==> config.mk <==
export PLATFORM = sky130hd
export DESIGN_NAME = calendar_date_counter
export DESIGN_NICKNAME = d
export VERILOG_FILES = /design/src/rtl/cdc_pkg.sv /design/src/rtl/cdc_step_unit.sv /design/src/rtl/cdc_load_check.sv /design/src/rtl/calendar_date_counter.sv
export SDC_FILE = /design/constraint.sdc
export NUM_CORES = 1
export LEC_CHECK = 0
export BUFFER_PORTS_ARGS = -buffer_cell sky130_fd_sc_hd__buf_2
export CAP_MARGIN = 5
export CORE_MARGIN = 8
export CORE_UTILIZATION = 55
export CTS_CLUSTER_DIAMETER = 150
export DETAILED_ROUTE_END_ITERATION = 7
export PLACE_DENSITY_LB_ADDON = 0.08
export SLEW_MARGIN = 25
export SYNTH_ARGS = -nofsm -noshare
export SYNTH_HDL_FRONTEND = slang
export SYNTH_SLANG_ARGS = --single-unit
==> constraint.sdc <==
create_clock -name aclk -period 5.05 [get_ports aclk]
set_input_delay 0.2525 -clock aclk [delete_from_list [all_inputs] [get_ports aclk]]
set_output_delay 0.2525 -clock aclk [all_outputs]
set_load 0.02 [all_outputs]
==> src/rtl/cdc_pkg.sv <==
package cdc_pkg;

    // calendar limits
    localparam logic [13:0] MAX_YEAR  = 14'd9999;
    localparam logic [13:0] MIN_YEAR  = 14'd1;
    localparam logic [13:0] RST_YEAR  = 14'd1900;

    // month numbers
    localparam logic [3:0] MON_JAN = 4'd1;
    localparam logic [3:0] MON_FEB = 4'd2;
    localparam logic [3:0] MON_APR = 4'd4;
    localparam logic [3:0] MON_JUN = 4'd6;
    localparam logic [3:0] MON_SEP = 4'd9;
    localparam logic [3:0] MON_NOV = 4'd11;
    localparam logic [3:0] MON_DEC = 4'd12;

    // day counts
    localparam logic [4:0] DAY_FIRST = 5'd1;
    localparam logic [4:0] LEN_28    = 5'd28;
    localparam logic [4:0] LEN_29    = 5'd29;
    localparam logic [4:0] LEN_30    = 5'd30;
    localparam logic [4:0] LEN_31    = 5'd31;
    localparam logic [4:0] LEN_NONE  = 5'd0;

    // action codes
    localparam logic [1:0] ACT_NEXT   = 2'd0;
    localparam logic [1:0] ACT_PREV   = 2'd1;
    localparam logic [1:0] ACT_LOAD   = 2'd2;
    localparam logic [1:0] ACT_BACK_N = 2'd3;

    // status codes
    localparam logic [1:0] STAT_OK      = 2'd0;
    localparam logic [1:0] STAT_INVALID = 2'd1;
    localparam logic [1:0] STAT_LIMIT   = 2'd2;

    // divisibility by 25: multiply by the inverse of 25 modulo 2^14 and compare
    localparam logic [13:0] INV25       = 14'd7209;
    localparam logic [13:0] DIV25_LIMIT = 14'd655;

    typedef struct packed {
        logic [4:0]  day;
        logic [3:0]  month;
        logic [13:0] year;
    } date_t;

    localparam date_t DATE_RESET = '{day: DAY_FIRST, month: MON_JAN, year: RST_YEAR};

    typedef enum logic [1:0] {
        S_IDLE,
        S_EXEC,
        S_OUT
    } cdc_state_t;

    // leap year: divisible by 4 and not by 100, or divisible by 400
    function automatic logic cdc_is_leap(input logic [13:0] y);
        logic [13:0] prod;
        logic        div25;
        prod  = 14'(y * INV25);
        div25 = (prod <= DIV25_LIMIT);
        return (y[1:0] == 2'd0) && (!div25 || (y[3:0] == 4'd0));
    endfunction

    // days in a month, zero for a month outside 1 to 12
    function automatic logic [4:0] cdc_month_len(input logic [3:0] m, input logic leap);
        logic [4:0] len;
        case (m) inside
            MON_APR, MON_JUN, MON_SEP, MON_NOV: len = LEN_30;
            MON_FEB:                            len = leap ? LEN_29 : LEN_28;
            [MON_JAN:MON_DEC]:                  len = LEN_31;
            default:                            len = LEN_NONE;
        endcase
        return len;
    endfunction

endpackage

==> src/rtl/cdc_step_unit.sv <==
module cdc_step_unit
    import cdc_pkg::*;
(
    input  date_t cur,
    input  logic  dir_back,
    output date_t nxt,
    output logic  ok
);

    logic       leap;
    logic [4:0] len_cur;
    logic [3:0] month_dec;
    logic [4:0] len_prev;

    // month lengths for the current and the previous month of this year
    assign leap      = cdc_is_leap(cur.year);
    assign len_cur   = cdc_month_len(cur.month, leap);
    assign month_dec = 4'(cur.month - 4'd1);
    assign len_prev  = cdc_month_len(month_dec, leap);

    // one day forward or back, held at the calendar limits
    always_comb begin
        nxt = cur;
        ok  = 1'b1;
        if (!dir_back) begin
            if (cur.day < len_cur) begin
                nxt.day = 5'(cur.day + 5'd1);
            end else if (cur.month < MON_DEC) begin
                nxt.month = 4'(cur.month + 4'd1);
                nxt.day   = DAY_FIRST;
            end else if (cur.year < MAX_YEAR) begin
                nxt.year  = 14'(cur.year + 14'd1);
                nxt.month = MON_JAN;
                nxt.day   = DAY_FIRST;
            end else begin
                ok = 1'b0;
            end
        end else begin
            if (cur.day > DAY_FIRST) begin
                nxt.day = 5'(cur.day - 5'd1);
            end else if (cur.month > MON_JAN) begin
                nxt.month = month_dec;
                nxt.day   = len_prev;
            end else if (cur.year > MIN_YEAR) begin
                nxt.year  = 14'(cur.year - 14'd1);
                nxt.month = MON_DEC;
                nxt.day   = LEN_31;
            end else begin
                ok = 1'b0;
            end
        end
    end

endmodule

==> src/rtl/cdc_load_check.sv <==
module cdc_load_check
    import cdc_pkg::*;
(
    input  date_t req,
    output logic  valid
);

    logic       leap;
    logic [4:0] len;

    assign leap = cdc_is_leap(req.year);
    assign len  = cdc_month_len(req.month, leap);

    // month and year in range, day inside the month
    assign valid = (req.month >= MON_JAN) && (req.month <= MON_DEC)
                && (req.year >= MIN_YEAR) && (req.year <= MAX_YEAR)
                && (req.day >= DAY_FIRST) && (req.day <= len);

endmodule

==> src/rtl/calendar_date_counter.sv <==
// channel   direction  ports
// s_        in         s_valid s_ready s_action s_day s_month s_year s_count
// m_        out        m_valid m_ready m_cur_day m_cur_month m_cur_year m_status
//
// one transaction at a time: accept, execute, then hold the result until taken
// next day, previous day and load: a single execute state, then the output state
// go back count days: one pass of the shared day step unit per cycle in the
// execute state until the count runs out or a calendar limit is reached
// reset restores 1/1/1900; s_ready stays low until the result is taken
module calendar_date_counter
    import cdc_pkg::*;
(
    input  logic        aclk,
    input  logic        aresetn,
    input  logic        s_valid,
    output logic        s_ready,
    input  logic [1:0]  s_action,
    input  logic [4:0]  s_day,
    input  logic [3:0]  s_month,
    input  logic [13:0] s_year,
    input  logic [15:0] s_count,
    output logic        m_valid,
    input  logic        m_ready,
    output logic [4:0]  m_cur_day,
    output logic [3:0]  m_cur_month,
    output logic [13:0] m_cur_year,
    output logic [1:0]  m_status
);

    cdc_state_t  state_reg, state_next;
    date_t       date_reg, date_next;
    date_t       load_reg;
    logic [1:0]  act_reg;
    logic [15:0] count_reg, count_next;
    logic [1:0]  status_reg, status_next;

    date_t       step_date;
    logic        step_ok;
    logic        load_ok;
    logic        exec_done;
    logic        s_accept;

    assign s_accept = s_valid && s_ready;

    // shared one-day step unit
    cdc_step_unit u_step (
        .cur      (date_reg),
        .dir_back (act_reg != ACT_NEXT),
        .nxt      (step_date),
        .ok       (step_ok)
    );

    cdc_load_check u_check (
        .req   (load_reg),
        .valid (load_ok)
    );

    // datapath for the execute state
    always_comb begin
        date_next   = date_reg;
        count_next  = count_reg;
        status_next = status_reg;
        exec_done   = 1'b1;
        if (state_reg == S_EXEC) begin
            unique case (act_reg) inside
                ACT_NEXT, ACT_PREV: begin
                    if (step_ok) begin
                        date_next = step_date;
                    end else begin
                        status_next = STAT_LIMIT;
                    end
                end
                ACT_LOAD: begin
                    if (load_ok) begin
                        date_next = load_reg;
                    end else begin
                        status_next = STAT_INVALID;
                    end
                end
                ACT_BACK_N: begin
                    if (count_reg != 16'd0) begin
                        if (step_ok) begin
                            date_next  = step_date;
                            count_next = 16'(count_reg - 16'd1);
                            exec_done  = (count_reg == 16'd1);
                        end else begin
                            status_next = STAT_LIMIT;
                        end
                    end
                end
                default: begin
                    exec_done = 1'b1;
                end
            endcase
        end
    end

    // next state
    always_comb begin
        state_next = state_reg;
        unique case (state_reg)
            S_IDLE: if (s_accept) state_next = S_EXEC;
            S_EXEC: if (exec_done) state_next = S_OUT;
            S_OUT:  if (m_ready) state_next = S_IDLE;
            default: state_next = S_IDLE;
        endcase
    end

    // handshake outputs
    always_comb begin
        s_ready = 1'b0;
        m_valid = 1'b0;
        unique case (state_reg)
            S_IDLE:  s_ready = 1'b1;
            S_EXEC:  s_ready = 1'b0;
            S_OUT:   m_valid = 1'b1;
            default: s_ready = 1'b0;
        endcase
    end

    assign m_cur_day   = date_reg.day;
    assign m_cur_month = date_reg.month;
    assign m_cur_year  = date_reg.year;
    assign m_status    = status_reg;

    // control and date state
    always_ff @(posedge aclk) begin
        if (!aresetn) begin
            state_reg <= S_IDLE;
            date_reg  <= DATE_RESET;
        end else begin
            state_reg <= state_next;
            date_reg  <= date_next;
        end
    end

    // transaction capture and working registers
    always_ff @(posedge aclk) begin
        if (s_accept) begin
            act_reg    <= s_action;
            load_reg   <= '{day: s_day, month: s_month, year: s_year};
            count_reg  <= s_count;
            status_reg <= STAT_OK;
        end else begin
            count_reg  <= count_next;
            status_reg <= status_next;
        end
    end

`ifndef SYNTHESIS
    // never ready for input while a result is offered
    assert property (@(posedge aclk) disable iff (!aresetn)
        !(s_ready && m_valid))
        else $error("input ready while result pending");

    // held month and year always inside the calendar, day never below the first
    assert property (@(posedge aclk) disable iff (!aresetn)
        (date_reg.month >= MON_JAN) && (date_reg.month <= MON_DEC) &&
        (date_reg.day >= DAY_FIRST) && (date_reg.year >= MIN_YEAR) &&
        (date_reg.year <= MAX_YEAR))
        else $error("held date out of range");

    // only a load can report an invalid date
    assert property (@(posedge aclk) disable iff (!aresetn)
        (m_valid && (act_reg != ACT_LOAD)) |-> (m_status != STAT_INVALID))
        else $error("invalid status on a step action");

    // a rejected load leaves the date unchanged
    assert property (@(posedge aclk) disable iff (!aresetn)
        ((state_reg == S_EXEC) && (act_reg == ACT_LOAD) && !load_ok)
        |=> $stable(date_reg))
        else $error("rejected load changed the date");
`endif

endmodule

==> results.py, run 1 <==
metrics = {
    "run": {
        "cap_violations": 0,
    },
    "final_layout": {
        "antenna_cells": 0,
        "finalCoreUtilization_pct": 68.79,
        "drive_above_1_share_pct": 21.23,
        "synthToLayoutAreaGrowth_pct": 22.05,
        "layout.nets": 1048,
        "largest_reg_flops": 23,
    },
    "timing": {
        "final-max-slew-violation-count": 0,
        "slew-limit-headroom_pct": 33.97,
        "worst_clock_skew_ns": 0.008545,
        "fin_ws_ns": -0.6726,
        "max_slew.worst_pin.slew_ns": 0.9904,
        "post-route-min-period_ns": 5.723,
        "final_min_period_over_clock_period_pct": 113.3,
        "timing.fmax_mhz": 174.7,
        "unrepaired_setup_endpoints_after_global_routing": "yes",
        "setup_viol_count_final": 25,
        "finalHoldViolations": 0,
    },
    "power": {
        "power.density_cell_area_nw_per_um2": 299.2,
        "intPower_mw": 1.597,
        "power.static_leakage_nw": 3.743,
        "switching_power_mw": 0.8753,
        "maximum_ir_drop_on_the_vdd_rail_mv": 0.2496,
        "pwr-share-comb_pct": 42.8,
        "power.share.switching_pct": 35.40,
        "share_seq_of_total_power_pct": 28.0,
        "clock_share_of_power_pct": 29.1,
    },
    "floorplanning": {
        "die_y_um": 127.0,
        "die_width_um": 127.0,
        "design.portCount": 72,
        "core-area_um2": 12010,
        "start_util_pct": 56.36,
        "placementRows": 40,
        "fp.dieArea_um2": 16120,
    },
    "global_route": {
        "largest_net_degree_at_the_start_of_global_routing": 44,
        "grt_pass1_vias": 6236,
        "grt_first_pass_wirelength_mm": 30.00,
        "grt_antenna_before_repair": 0,
        "grt.overflow.total": 0,
        "groute.usage.overall_pct": 22.95,
    },
    "clock_tree": {
        "cts-htree-levels": 3,
        "clock_tree_from_tritoncts": "built",
        "cts.reportedPaths.clkPinSlew_ns": 0.06,
        "clockBufferDepth": 2,
        "clock_tree.root_cell": "sky130_fd_sc_hd__clkbuf_16",
        "clk_latency_ns": 0.33,
        "cts_hold_buffers": 0,
        "cts_inserted_buffers": 9,
        "clkSinkCount": 68,
    },
    "setup_path": {
        "cp-start-kind": "flip-flop",
        "cp_max_fo": 5,
        "crit_type": "flip-flop to flip-flop",
        "arrival_time_reported_for_the_critical_path_endpoint_ns": 5.99,
        "required_ns": 5.32,
        "timing.critical_path.to_type": "flip-flop",
    },
    "route": {
        "dr.pass1.iters": 7,
        "routed-via-count": 6135,
        "routedWlPerCell_um": 18.06,
        "drt.antenna.violating_nets": 0,
        "remaining_drc_errors": 0,
        "first_iter_violations": 339,
        "wirelength_mm": 18.57,
        "post_drt_via_cell_ratio": 5.968,
    },
    "synth": {
        "syn-cell-area_um2": 6770,
        "flop_and_latch_count_out_of_synthesis": 68,
        "async_flop_share_pct": 0,
        "synth.yosys.seq_area_share_pct": 26.17,
        "synth_ff_type": "sky130_fd_sc_hd__edfxtp_1",
        "synth_edf_count": 41,
        "postSynthCellCount": 762,
        "synth_nets": 934,
        "synth-warning-count": 0,
        "post_synth.cell_area_avg_um2": 8.885,
        "netlist-cell-type-count": 69,
    },
    "outcome": {
        "failing_checks": "setup timing",
        "run_status": "finished, violations left",
    },
    "worst_hold_path": {
        "hold_class": "primary input to flip-flop",
    },
    "place": {
        "hpwl_mm": 13.85,
        "gp_routability_congestion": 0.9075,
        "preCtsSetupSlack_ns": -0.5930,
        "port_buffers": 71,
    },
}
==> final timing paths <==
| kind | startpoint | endpoint | slack [ns] | cells after the start |
|---|---|---|---|---|
| worst max-delay path | load_reg[1]$_DFFE_PP_ | m_cur_year[0]$_SDFFE_PN0P_ | -0.67 | 22 |
| worst min register to register | m_status[0]$_SDFFE_PP0P_ | m_status[0]$_SDFFE_PP0P_ | 0.47 | 2 |
| worst max register to register | load_reg[1]$_DFFE_PP_ | m_cur_year[0]$_SDFFE_PN0P_ | -0.67 | 22 |
| worst min-delay path | s_action[0] | act_reg[0]$_DFFE_PP_ | 0.09 | 1 |
==> power groups by stage <==
| stage | registers [mW] | logic [mW] | clock network, mW |
|---|---|---|---|
| 2_1_floorplan | 0.702 | 0.704 | 0 |
| 3_3_place_gp | 0.699 | 0.937 | 0 |
| 3_5_place_dp | 0.703 | 0.978 | 0 |
| 4_1_cts | 0.691 | 1.03 | 0.725 |
| 5_1_grt | 0.699 | 1.17 | 0.750 |
| 6_report | 0.694 | 1.06 | 0.720 |
==> worst max-delay path: stages, from the launching register on <==
cell and delay, ns:
sky130_fd_sc_hd__edfxtp_1 0.45, sky130_fd_sc_hd__fa_1 0.50, sky130_fd_sc_hd__ha_1 0.35, sky130_fd_sc_hd__ha_4 0.28
sky130_fd_sc_hd__inv_2 0.03, sky130_fd_sc_hd__fa_1 0.46, sky130_fd_sc_hd__fa_1 0.40, sky130_fd_sc_hd__xor2_1 0.16
sky130_fd_sc_hd__xnor2_1 0.22, sky130_fd_sc_hd__xnor2_1 0.16, sky130_fd_sc_hd__xnor2_1 0.16, sky130_fd_sc_hd__xnor2_1 0.15
sky130_fd_sc_hd__a31oi_1 0.14, sky130_fd_sc_hd__o31a_1 0.26, sky130_fd_sc_hd__ha_1 0.27, sky130_fd_sc_hd__and3_1 0.15
sky130_fd_sc_hd__nand3_1 0.08, sky130_fd_sc_hd__a2111o_1 0.46, sky130_fd_sc_hd__buf_6 0.14, sky130_fd_sc_hd__a211o_4 0.37
sky130_fd_sc_hd__buf_6 0.13, sky130_fd_sc_hd__a2111oi_4 0.18, sky130_fd_sc_hd__o21a_1 0.15
==> stage by stage <==
step           std cells  TNS, ns  hold WS (ns)  power, mW  area, um2
2_1_floorplan        762   -5.066        0.3514      1.406       6834
3_3_place_gp        1004   -7.501        0.4291      1.636       7662
3_5_place_dp        1004   -12.89        0.4306      1.681       7662
4_1_cts             1028   -12.51       0.08250      2.443       8184
5_1_grt             1028   -20.02       0.08247      2.622       8263
6_report            1028   -13.37       0.09050      2.473       8263
==> per-layer routing <==
metal | wire length, um | up-vias | track usage (%) | share of wire, %
met5 | 0 | - | 0 | 0
met4 | 574 | 0 | 9.867 | 3.1
met3 | 1120 | 44 | 3.938 | 6.0
met2 | 9159 | 228 | 39.71 | 49
met1 | 7713 | 2895 | 27.45 | 42
li1 | - | 2968 | - | -
==> logic make-up after synthesis <==
| group | after synthesis | share of synthesized area, % |
|---|---|---|
| simple gates | 211 | 15.39 |
| compound gates | 188 | 18.70 |
| fa+ha+maj | 127 | 25.91 |
| buf+inv | 112 | 6.228 |
| flops | 68 | 26.17 |
| xor+xnor | 50 | 6.672 |
| mux | 6 | 0.9240 |
==> Yosys cell counts, types with 6 or more instances <==
| cell | n | area share [%] |
|---|---|---|
| sky130_fd_sc_hd__and3_1 | 8 | 0.74 |
| sky130_fd_sc_hd__xor2_1 | 12 | 1.6 |
| sky130_fd_sc_hd__nor2_1 | 47 | 2.6 |
| sky130_fd_sc_hd__o22ai_1 | 6 | 0.55 |
| sky130_fd_sc_hd__nand3_1 | 21 | 1.6 |
| sky130_fd_sc_hd__dfxtp_1 | 27 | 8.0 |
| sky130_fd_sc_hd__fa_1 | 22 | 6.5 |
| sky130_fd_sc_hd__nand2_1 | 62 | 3.4 |
| sky130_fd_sc_hd__xnor2_1 | 37 | 4.8 |
| sky130_fd_sc_hd__o21ai_0 | 42 | 3.1 |
| sky130_fd_sc_hd__o31ai_1 | 9 | 1.0 |
| sky130_fd_sc_hd__nor3_1 | 19 | 1.4 |
| sky130_fd_sc_hd__nand4_1 | 6 | 0.55 |
| sky130_fd_sc_hd__a21oi_1 | 41 | 3.0 |
| sky130_fd_sc_hd__o211ai_1 | 7 | 0.78 |
| sky130_fd_sc_hd__a21o_1 | 8 | 0.89 |
| sky130_fd_sc_hd__inv_1 | 86 | 4.8 |
| sky130_fd_sc_hd__ha_1 | 105 | 19 |
| sky130_fd_sc_hd__edfxtp_1 | 41 | 18 |
| sky130_fd_sc_hd__a31oi_1 | 18 | 1.7 |
| sky130_fd_sc_hd__nand2b_1 | 12 | 1.1 |
| sky130_fd_sc_hd__clkbuf_1 | 25 | 1.4 |
| sky130_fd_sc_hd__nor4_1 | 7 | 0.65 |
==> layout make-up <==
type                            count  area [um2]
Sequential cell                    68        1772
Fill cell                         937        3749
Timing Repair Buffer              128       820.8
Clock buffer                       13       304.0
Clock inverter                      3       46.29
Multi-Input combinational cell    583        4813
Inverter                           86       322.8
Tap cell                          147       183.9
==> cell usage in the layout, fill, tap and decap left out, drive strengths merged, types with 5 or more instances in the layout <==
cell | netlist | routed
a211o | 5 | 6
a21o | 8 | 8
a21oi | 41 | 41
a31oi | 18 | 18
and3 | 8 | 8
buf | 1 | 128
clkbuf | 25 | 13
dfxtp | 27 | 27
edfxtp | 41 | 41
fa | 22 | 22
ha | 105 | 105
inv | 86 | 87
nand2 | 62 | 62
nand2b | 12 | 12
nand3 | 21 | 21
nand4 | 6 | 6
nor2 | 48 | 48
nor2b | 5 | 5
nor3 | 19 | 19
nor4 | 8 | 8
o211ai | 7 | 7
o21a | 5 | 5
o21ai | 43 | 43
o22ai | 6 | 6
o311ai | 5 | 5
o31a | 5 | 5
o31ai | 9 | 9
xnor2 | 37 | 37
xor2 | 12 | 12
==> timing repair <==
action                     CTS  global route
resized for setup           19            23
setup buffers                6             2
pin swaps                   23            20
gates cloned                 2             0
setup endpoints to repair   25            25
No activity file was read; power rests on OpenSTA's default activity.
==> run 2: changes to the inputs <==
--- a/config.mk
+++ b/config.mk
@@ -7,11 +7,12 @@
 export LEC_CHECK = 0
 export BUFFER_PORTS_ARGS = -buffer_cell sky130_fd_sc_hd__buf_2
 export CAP_MARGIN = 5
+export CORE_ASPECT_RATIO = 0.75
 export CORE_MARGIN = 8
 export CORE_UTILIZATION = 55
 export CTS_CLUSTER_DIAMETER = 150
 export DETAILED_ROUTE_END_ITERATION = 7
-export PLACE_DENSITY_LB_ADDON = 0.08
+export PLACE_DENSITY = 0.78
 export SLEW_MARGIN = 25
 export SYNTH_ARGS = -nofsm -noshare
 export SYNTH_HDL_FRONTEND = slang
==> results.py, run 2 (synthesized netlist as in run 1, its figures left out) <==
metrics = {
    "timing": {
        "timing.fmax_mhz": 178.4,
        "final_min_period_over_clock_period_pct": 111.0,
        "unrepaired_setup_endpoints_after_global_routing": "yes",
        "fin_ws_ns": -0.5543,
        "slew-limit-headroom_pct": 34.45,
        "finalHoldViolations": 0,
        "post-route-min-period_ns": 5.604,
        "max_slew.worst_pin.slew_ns": 0.9832,
        "setup-tns-final_ns": -12.21,
        "final-max-slew-violation-count": 0,
        "setup_viol_count_final": 25,
        "worst_clock_skew_ns": 0.008995,
    },
    "setup_path": {
        "regToRegEndpoint": "m_cur_year[2]$_SDFFE_PN1P_",
        "crit_type": "flip-flop to flip-flop",
        "crit_path_cell_trace": "ha_1, ha_1, ha_4, inv_2, fa_1, inv_2, ha_4, a21o_1, a21oi_2, o21bai_2, a2111oi_4, nor3_2, xnor2_1, a31oi_1, o31a_1, ha_4, inv_2, a21o_1, a21oi_2, o21ai_1, a2111o_1, a211o_4, o311a_1, a31oi_1",
        "cp-start-kind": "flip-flop",
        "reg2reg_slack_ns": -0.55,
        "setup.worst_path.start": "load_reg[7]$_DFFE_PP_",
        "critical-path-slowest-cell": "sky130_fd_sc_hd__fa_1",
        "reg2regPathDepth": 24,
        "r2r_start": "load_reg[7]$_DFFE_PP_",
        "arrival_time_reported_for_the_critical_path_endpoint_ns": 5.85,
        "critPathMaxStageDelay_ns": 0.55,
        "timing.critical_path.to_type": "flip-flop",
        "cp_max_fo": 5,
        "cp-endpoint": "m_cur_year[2]$_SDFFE_PN1P_",
        "required_ns": 5.30,
    },
    "worst_hold_path": {
        "worst_hold_path.num_cells": 1,
        "hold_class": "primary input to flip-flop",
        "hold_path_startpoint": "s_year[0]",
    },
    "clock_tree": {
        "clkSinkCount": 68,
        "cts_inserted_buffers": 9,
        "clockBufferDepth": 2,
        "cts.reportedPaths.clkPinSlew_ns": 0.06,
        "cts-htree-levels": 3,
        "clock_tree.root_cell": "sky130_fd_sc_hd__clkbuf_16",
        "clock_tree_from_tritoncts": "built",
        "clk_latency_ns": 0.33,
    },
    "global_route": {
        "grt.overflow.total": 0,
        "groute.usage.overall_pct": 23.93,
        "grt_antenna_before_repair": 0,
        "grt_pass1_vias": 6344,
        "largest_net_degree_at_the_start_of_global_routing": 54,
        "grt_first_pass_wirelength_mm": 31.09,
    },
    "floorplanning": {
        "start_util_pct": 55.81,
        "die_width_um": 144.1,
        "die_y_um": 112.1,
        "design.portCount": 72,
        "placementRows": 35,
        "core-area_um2": 12130,
        "fp.dieArea_um2": 16150,
    },
    "final_layout": {
        "finish.cell_count_without_fillers": 1044,
        "layout.filler_cells": 989,
        "drive_above_1_share_pct": 20.16,
        "synthToLayoutAreaGrowth_pct": 20.03,
        "antenna_cells": 0,
        "final_design_area_no_fill_um2": 8127,
        "largest_reg_flops": 23,
        "layout.cells.most_common_list": "sky130_fd_sc_hd__ha_1 (97), sky130_fd_sc_hd__inv_1 (82), sky130_fd_sc_hd__buf_2 (71)",
        "final_common_cell": "sky130_fd_sc_hd__ha_1",
        "layout.nets": 1045,
    },
    "outcome": {
        "run_status": "finished, violations left",
        "failing_checks": "setup timing",
    },
    "power": {
        "power.static_leakage_nw": 3.684,
        "maximum_ir_drop_on_the_vdd_rail_mv": 0.2481,
        "power.density_cell_area_nw_per_um2": 294.4,
        "power.total_mw": 2.392,
    },
    "route": {
        "drt.antenna.violating_nets": 0,
        "dr.pass1.iters": 5,
        "routed-via-count": 6278,
        "routed-wl-met3_mm": 1.432,
        "routed-wl-met2_mm": 9.014,
        "route.layer.met1.wl_mm": 8.041,
        "routedWlPerCell_um": 18.29,
        "post_drt_via_cell_ratio": 6.013,
        "top_signal_layer_used": "met4",
        "wirelength_mm": 19.10,
        "first_iter_violations": 517,
        "remaining_drc_errors": 0,
    },
    "place": {
        "hpwl_mm": 14.52,
        "instance_count_after_placement_with_tap_cells_included": 1021,
        "detailed_place.area_um2": 7671,
        "gp_routability_congestion": 0.9004,
        "preCtsSetupSlack_ns": -0.6191,
        "port_buffers": 71,
    },
    "run": {
        "cap_violations": 0,
    },
}
run 2: changes by cell type in the layout (fill, tap and decap cells not counted), moves of 2 or more:
cell	delta
sky130_fd_sc_hd__buf_4	+3
sky130_fd_sc_hd__clkinv_2	+2
sky130_fd_sc_hd__buf_6	-7
sky130_fd_sc_hd__o21ai_2	-2
sky130_fd_sc_hd__clkbuf_16	-3
sky130_fd_sc_hd__nand2_4	-2
sky130_fd_sc_hd__a31o_2	+2
sky130_fd_sc_hd__a31o_4	-2
sky130_fd_sc_hd__o21ai_1	+2
sky130_fd_sc_hd__nand2_2	+2
run 2: layer usage:
layer,track usage [%],up-vias
met5,0,-
met4,9.574,0
met3,4.538,55
met2,39.37,294
met1,30.25,2968
li1,-,2961
run 2: report_power, final:
group / internal (mW) / total (mW) / switching [mW]
clock: 0.393 / 0.625 / 0.232
combinational: 0.487 / 1.07 / 0.587
sequential: 0.643 / 0.694 / 0.0516
run 2: what timing repair did:
| item | in CTS | in global routing |
|---|---|---|
| buffers inserted | 4 | 2 |
| pin swaps | 9 | 0 |
| endpoints found under the setup margin | 25 | 25 |
| gates cloned | 1 | 0 |
| hold buffers | 0 | 0 |
| gates resized for setup | 16 | 7 |
| endpoints found under the hold margin | 0 | 0 |
run 2: worst min path at each step:
| stage | to | slack [ns] |
|---|---|---|
| 2_1_floorplan | act_reg[0]$_DFFE_PP_ | 0.35 |
| 3_3_place_gp | load_reg[13]$_DFFE_PP_ | 0.43 |
| 3_5_place_dp | load_reg[8]$_DFFE_PP_ | 0.43 |
| 4_1_cts | load_reg[0]$_DFFE_PP_ | 0.08 |
| 5_1_grt | load_reg[0]$_DFFE_PP_ | 0.08 |
| 6_report | load_reg[0]$_DFFE_PP_ | 0.09 |
run 2: metrics by stage:
stage	hold WS [ns]	utilization, %
after floorplan	0.3514	-
after global placement	0.4300	63.24
after detailed placement	0.4306	63.24
after CTS	0.08267	66.66
after global routing	0.08064	66.99
final	0.08930	66.99
run 2: final cells by class:
class	count	area, um2	area share, %
inverters	86	322.8	3.972
clock inverters	5	52.55	0.6467
well taps	166	207.7	2.556
repair buffers	125	784.5	9.654
clock buffers	11	242.7	2.987
flip-flops and latches	68	1772	21.80
multi-input cells	583	4745	58.38
run 2: worst max-delay path, delay by kind of cell, from the launching register on:
family,cells,cell delay (ns)
AND/OR/NAND/NOR,1,0.09
buffers and inverters,3,0.12
adder cells (fa/ha/maj),6,1.82
XOR/XNOR,1,0.14
flip-flops,1,0.41
AO/OA/AOI/OAI,13,2.92
==> run 3: changes to the inputs <==
--- a/config.mk
+++ b/config.mk
@@ -9,10 +9,9 @@
 export CAP_MARGIN = 5
 export CORE_ASPECT_RATIO = 0.75
 export CORE_MARGIN = 8
-export CORE_UTILIZATION = 55
+export CORE_UTILIZATION = 30
 export CTS_CLUSTER_DIAMETER = 150
 export DETAILED_ROUTE_END_ITERATION = 7
-export PLACE_DENSITY = 0.78
 export SLEW_MARGIN = 25
 export SYNTH_ARGS = -nofsm -noshare
 export SYNTH_HDL_FRONTEND = slang
==> results.py, run 3 (synthesized netlist as in run 1, its figures left out) <==
metrics = {
    "setup_path": {
        "r2r_start": "load_reg[5]$_DFFE_PP_",
        "arrival_time_reported_for_the_critical_path_endpoint_ns": 5.73,
        "setup.worst_path.start": "load_reg[5]$_DFFE_PP_",
        "cp_max_fo": 8,
        "timing.critical_path.to_type": "flip-flop",
        "required_ns": 5.30,
        "cp-start-kind": "flip-flop",
        "crit_type": "flip-flop to flip-flop",
    },
    "timing": {
        "timing.fmax_mhz": 182.5,
        "finalHoldViolations": 0,
        "post-route-min-period_ns": 5.479,
        "max_slew.worst_pin.slew_ns": 0.9507,
        "slew-limit-headroom_pct": 36.62,
        "final_min_period_over_clock_period_pct": 108.5,
        "final-max-slew-violation-count": 0,
        "worst_clock_skew_ns": 0.004981,
        "unrepaired_setup_endpoints_after_global_routing": "yes",
        "fin_ws_ns": -0.4288,
        "setup_viol_count_final": 25,
    },
    "floorplanning": {
        "die_y_um": 146.1,
        "placementRows": 47,
        "design.portCount": 72,
        "die_width_um": 189.5,
        "start_util_pct": 30.62,
        "core-area_um2": 22110,
        "fp.dieArea_um2": 27680,
    },
    "route": {
        "post_drt_via_cell_ratio": 4.986,
        "dr.pass1.iters": 7,
        "wirelength_mm": 18.64,
        "routed-via-count": 5858,
        "drt.antenna.violating_nets": 0,
        "routedWlPerCell_um": 15.86,
        "first_iter_violations": 432,
        "remaining_drc_errors": 0,
    },
    "place": {
        "gp_routability_congestion": 0.8616,
        "detailed_place.area_um2": 7871,
        "hpwl_mm": 15.03,
        "port_buffers": 71,
    },
    "final_layout": {
        "layout.cells.most_common_list": "sky130_fd_sc_hd__ha_1 (101), sky130_fd_sc_hd__inv_1 (83), sky130_fd_sc_hd__buf_2 (71)",
        "finalCoreUtilization_pct": 37.44,
        "antenna_cells": 0,
        "layout.nets": 1048,
        "synthToLayoutAreaGrowth_pct": 22.27,
        "drive_above_1_share_pct": 20.66,
        "final_common_cell": "sky130_fd_sc_hd__ha_1",
        "layout.filler_cells": 2288,
        "final_design_area_no_fill_um2": 8278,
        "largest_reg_flops": 23,
    },
    "global_route": {
        "grt_pass1_vias": 5685,
        "groute.usage.overall_pct": 13.40,
        "grt_antenna_before_repair": 0,
        "grt_busiest_layer": "met1",
        "grt.overflow.total": 0,
        "largest_net_degree_at_the_start_of_global_routing": 54,
        "globalRouteMet2Util_pct": 18.76,
        "global_route.usage.met3_pct": 2.523,
        "use_met1_pct": 20.12,
        "grt_first_pass_wirelength_mm": 30.17,
    },
    "clock_tree": {
        "clkSinkCount": 68,
        "cts-htree-levels": 3,
        "cts.reportedPaths.clkPinSlew_ns": 0.06,
        "clockBufferDepth": 2,
        "clock_tree_from_tritoncts": "built",
        "cts_inserted_buffers": 9,
        "clk_latency_ns": 0.34,
        "clock_tree.root_cell": "sky130_fd_sc_hd__clkbuf_16",
    },
    "power": {
        "power.density_cell_area_nw_per_um2": 274.2,
        "power.static_leakage_nw": 3.696,
        "maximum_ir_drop_on_the_vdd_rail_mv": 0.2372,
    },
    "worst_hold_path": {
        "hold_class": "primary input to flip-flop",
        "hold_path_startpoint": "s_year[13]",
    },
    "outcome": {
        "failing_checks": "setup timing",
        "run_status": "finished, violations left",
    },
    "run": {
        "cap_violations": 0,
    },
}
## run 3: path summary, 6_finish.rpt
check,endpoint,slack [ns],cells after the start
setup / recovery,m_cur_year[2]$_SDFFE_PN1P_,-0.43,22
hold / removal,load_reg[13]$_DFFE_PP_,0.08,1
setup reg to reg,m_cur_year[2]$_SDFFE_PN1P_,-0.43,22
hold reg to reg,m_status[0]$_SDFFE_PP0P_,0.48,2
## run 3: what timing repair did
action / 4_1_cts / 5_1_grt
gates resized for setup: 28 / 5
hold buffers: 0 / 0
endpoints found under the setup margin: 25 / 25
setup buffers: 2 / 0
pin swaps: 11 / 14
gates cloned: 1 / 0
## run 3: final cells by class
cell class	instances	area [um2]	share of cell area (%)
multi-input cells	582	4727	57.10
repair buffers	129	820.8	9.915
clock inverters	7	42.54	0.5139
well taps	294	367.9	4.444
inverters	86	322.8	3.900
clock buffers	9	225.2	2.721
flip-flops and latches	68	1772	21.40
## run 3: metrics by stage
step           hold slack [ns]  setup slack (ns)  power (mW)  std cells  TNS [ns]
3_5_place_dp            0.4306           -0.5245       1.683       1156    -10.35
2_1_floorplan           0.3514           -0.2898       1.406        762    -5.066
4_1_cts                0.06350           -0.4503       2.298       1175    -9.007
6_report               0.08310           -0.4288       2.270       1175    -7.349
5_1_grt                0.06828           -0.6640       2.443       1175    -14.03
3_3_place_gp            0.4291           -0.4756       1.669       1156    -8.585
## run 3: critical path: stages (launching register included)
cell                        delay (ns)
sky130_fd_sc_hd__edfxtp_1         0.40
sky130_fd_sc_hd__buf_4            0.16
sky130_fd_sc_hd__ha_1             0.29
sky130_fd_sc_hd__ha_1             0.30
sky130_fd_sc_hd__ha_1             0.30
sky130_fd_sc_hd__fa_1             0.48
sky130_fd_sc_hd__ha_1             0.36
sky130_fd_sc_hd__a21oi_2          0.20
sky130_fd_sc_hd__o21bai_2         0.11
sky130_fd_sc_hd__a2111oi_4        0.37
sky130_fd_sc_hd__nor3_2           0.09
sky130_fd_sc_hd__xnor2_1          0.13
sky130_fd_sc_hd__a31oi_1          0.14
sky130_fd_sc_hd__o31a_1           0.14
sky130_fd_sc_hd__ha_1             0.13
sky130_fd_sc_hd__inv_1            0.04
sky130_fd_sc_hd__a21o_1           0.15
sky130_fd_sc_hd__a21oi_2          0.12
sky130_fd_sc_hd__o21ai_1          0.08
sky130_fd_sc_hd__a2111o_1         0.47
sky130_fd_sc_hd__a211o_4          0.41
sky130_fd_sc_hd__o311a_1          0.32
sky130_fd_sc_hd__a31oi_2          0.21
## run 3: where the power goes
group / internal [mW] / switching [mW]
logic: 0.460 / 0.543
registers: 0.643 / 0.0512
clock network: 0.329 / 0.244
total: 1.43 / 0.838
## run 3: per-layer routing
layer | wire, um | vias up | part of all wire [%]
met3 | 1075 | 17 | 5.8
met4 | 286 | 0 | 1.5
met1 | 9687 | 2692 | 52
met2 | 7587 | 173 | 41
li1 | - | 2976 | -
met5 | 0 | - | 0
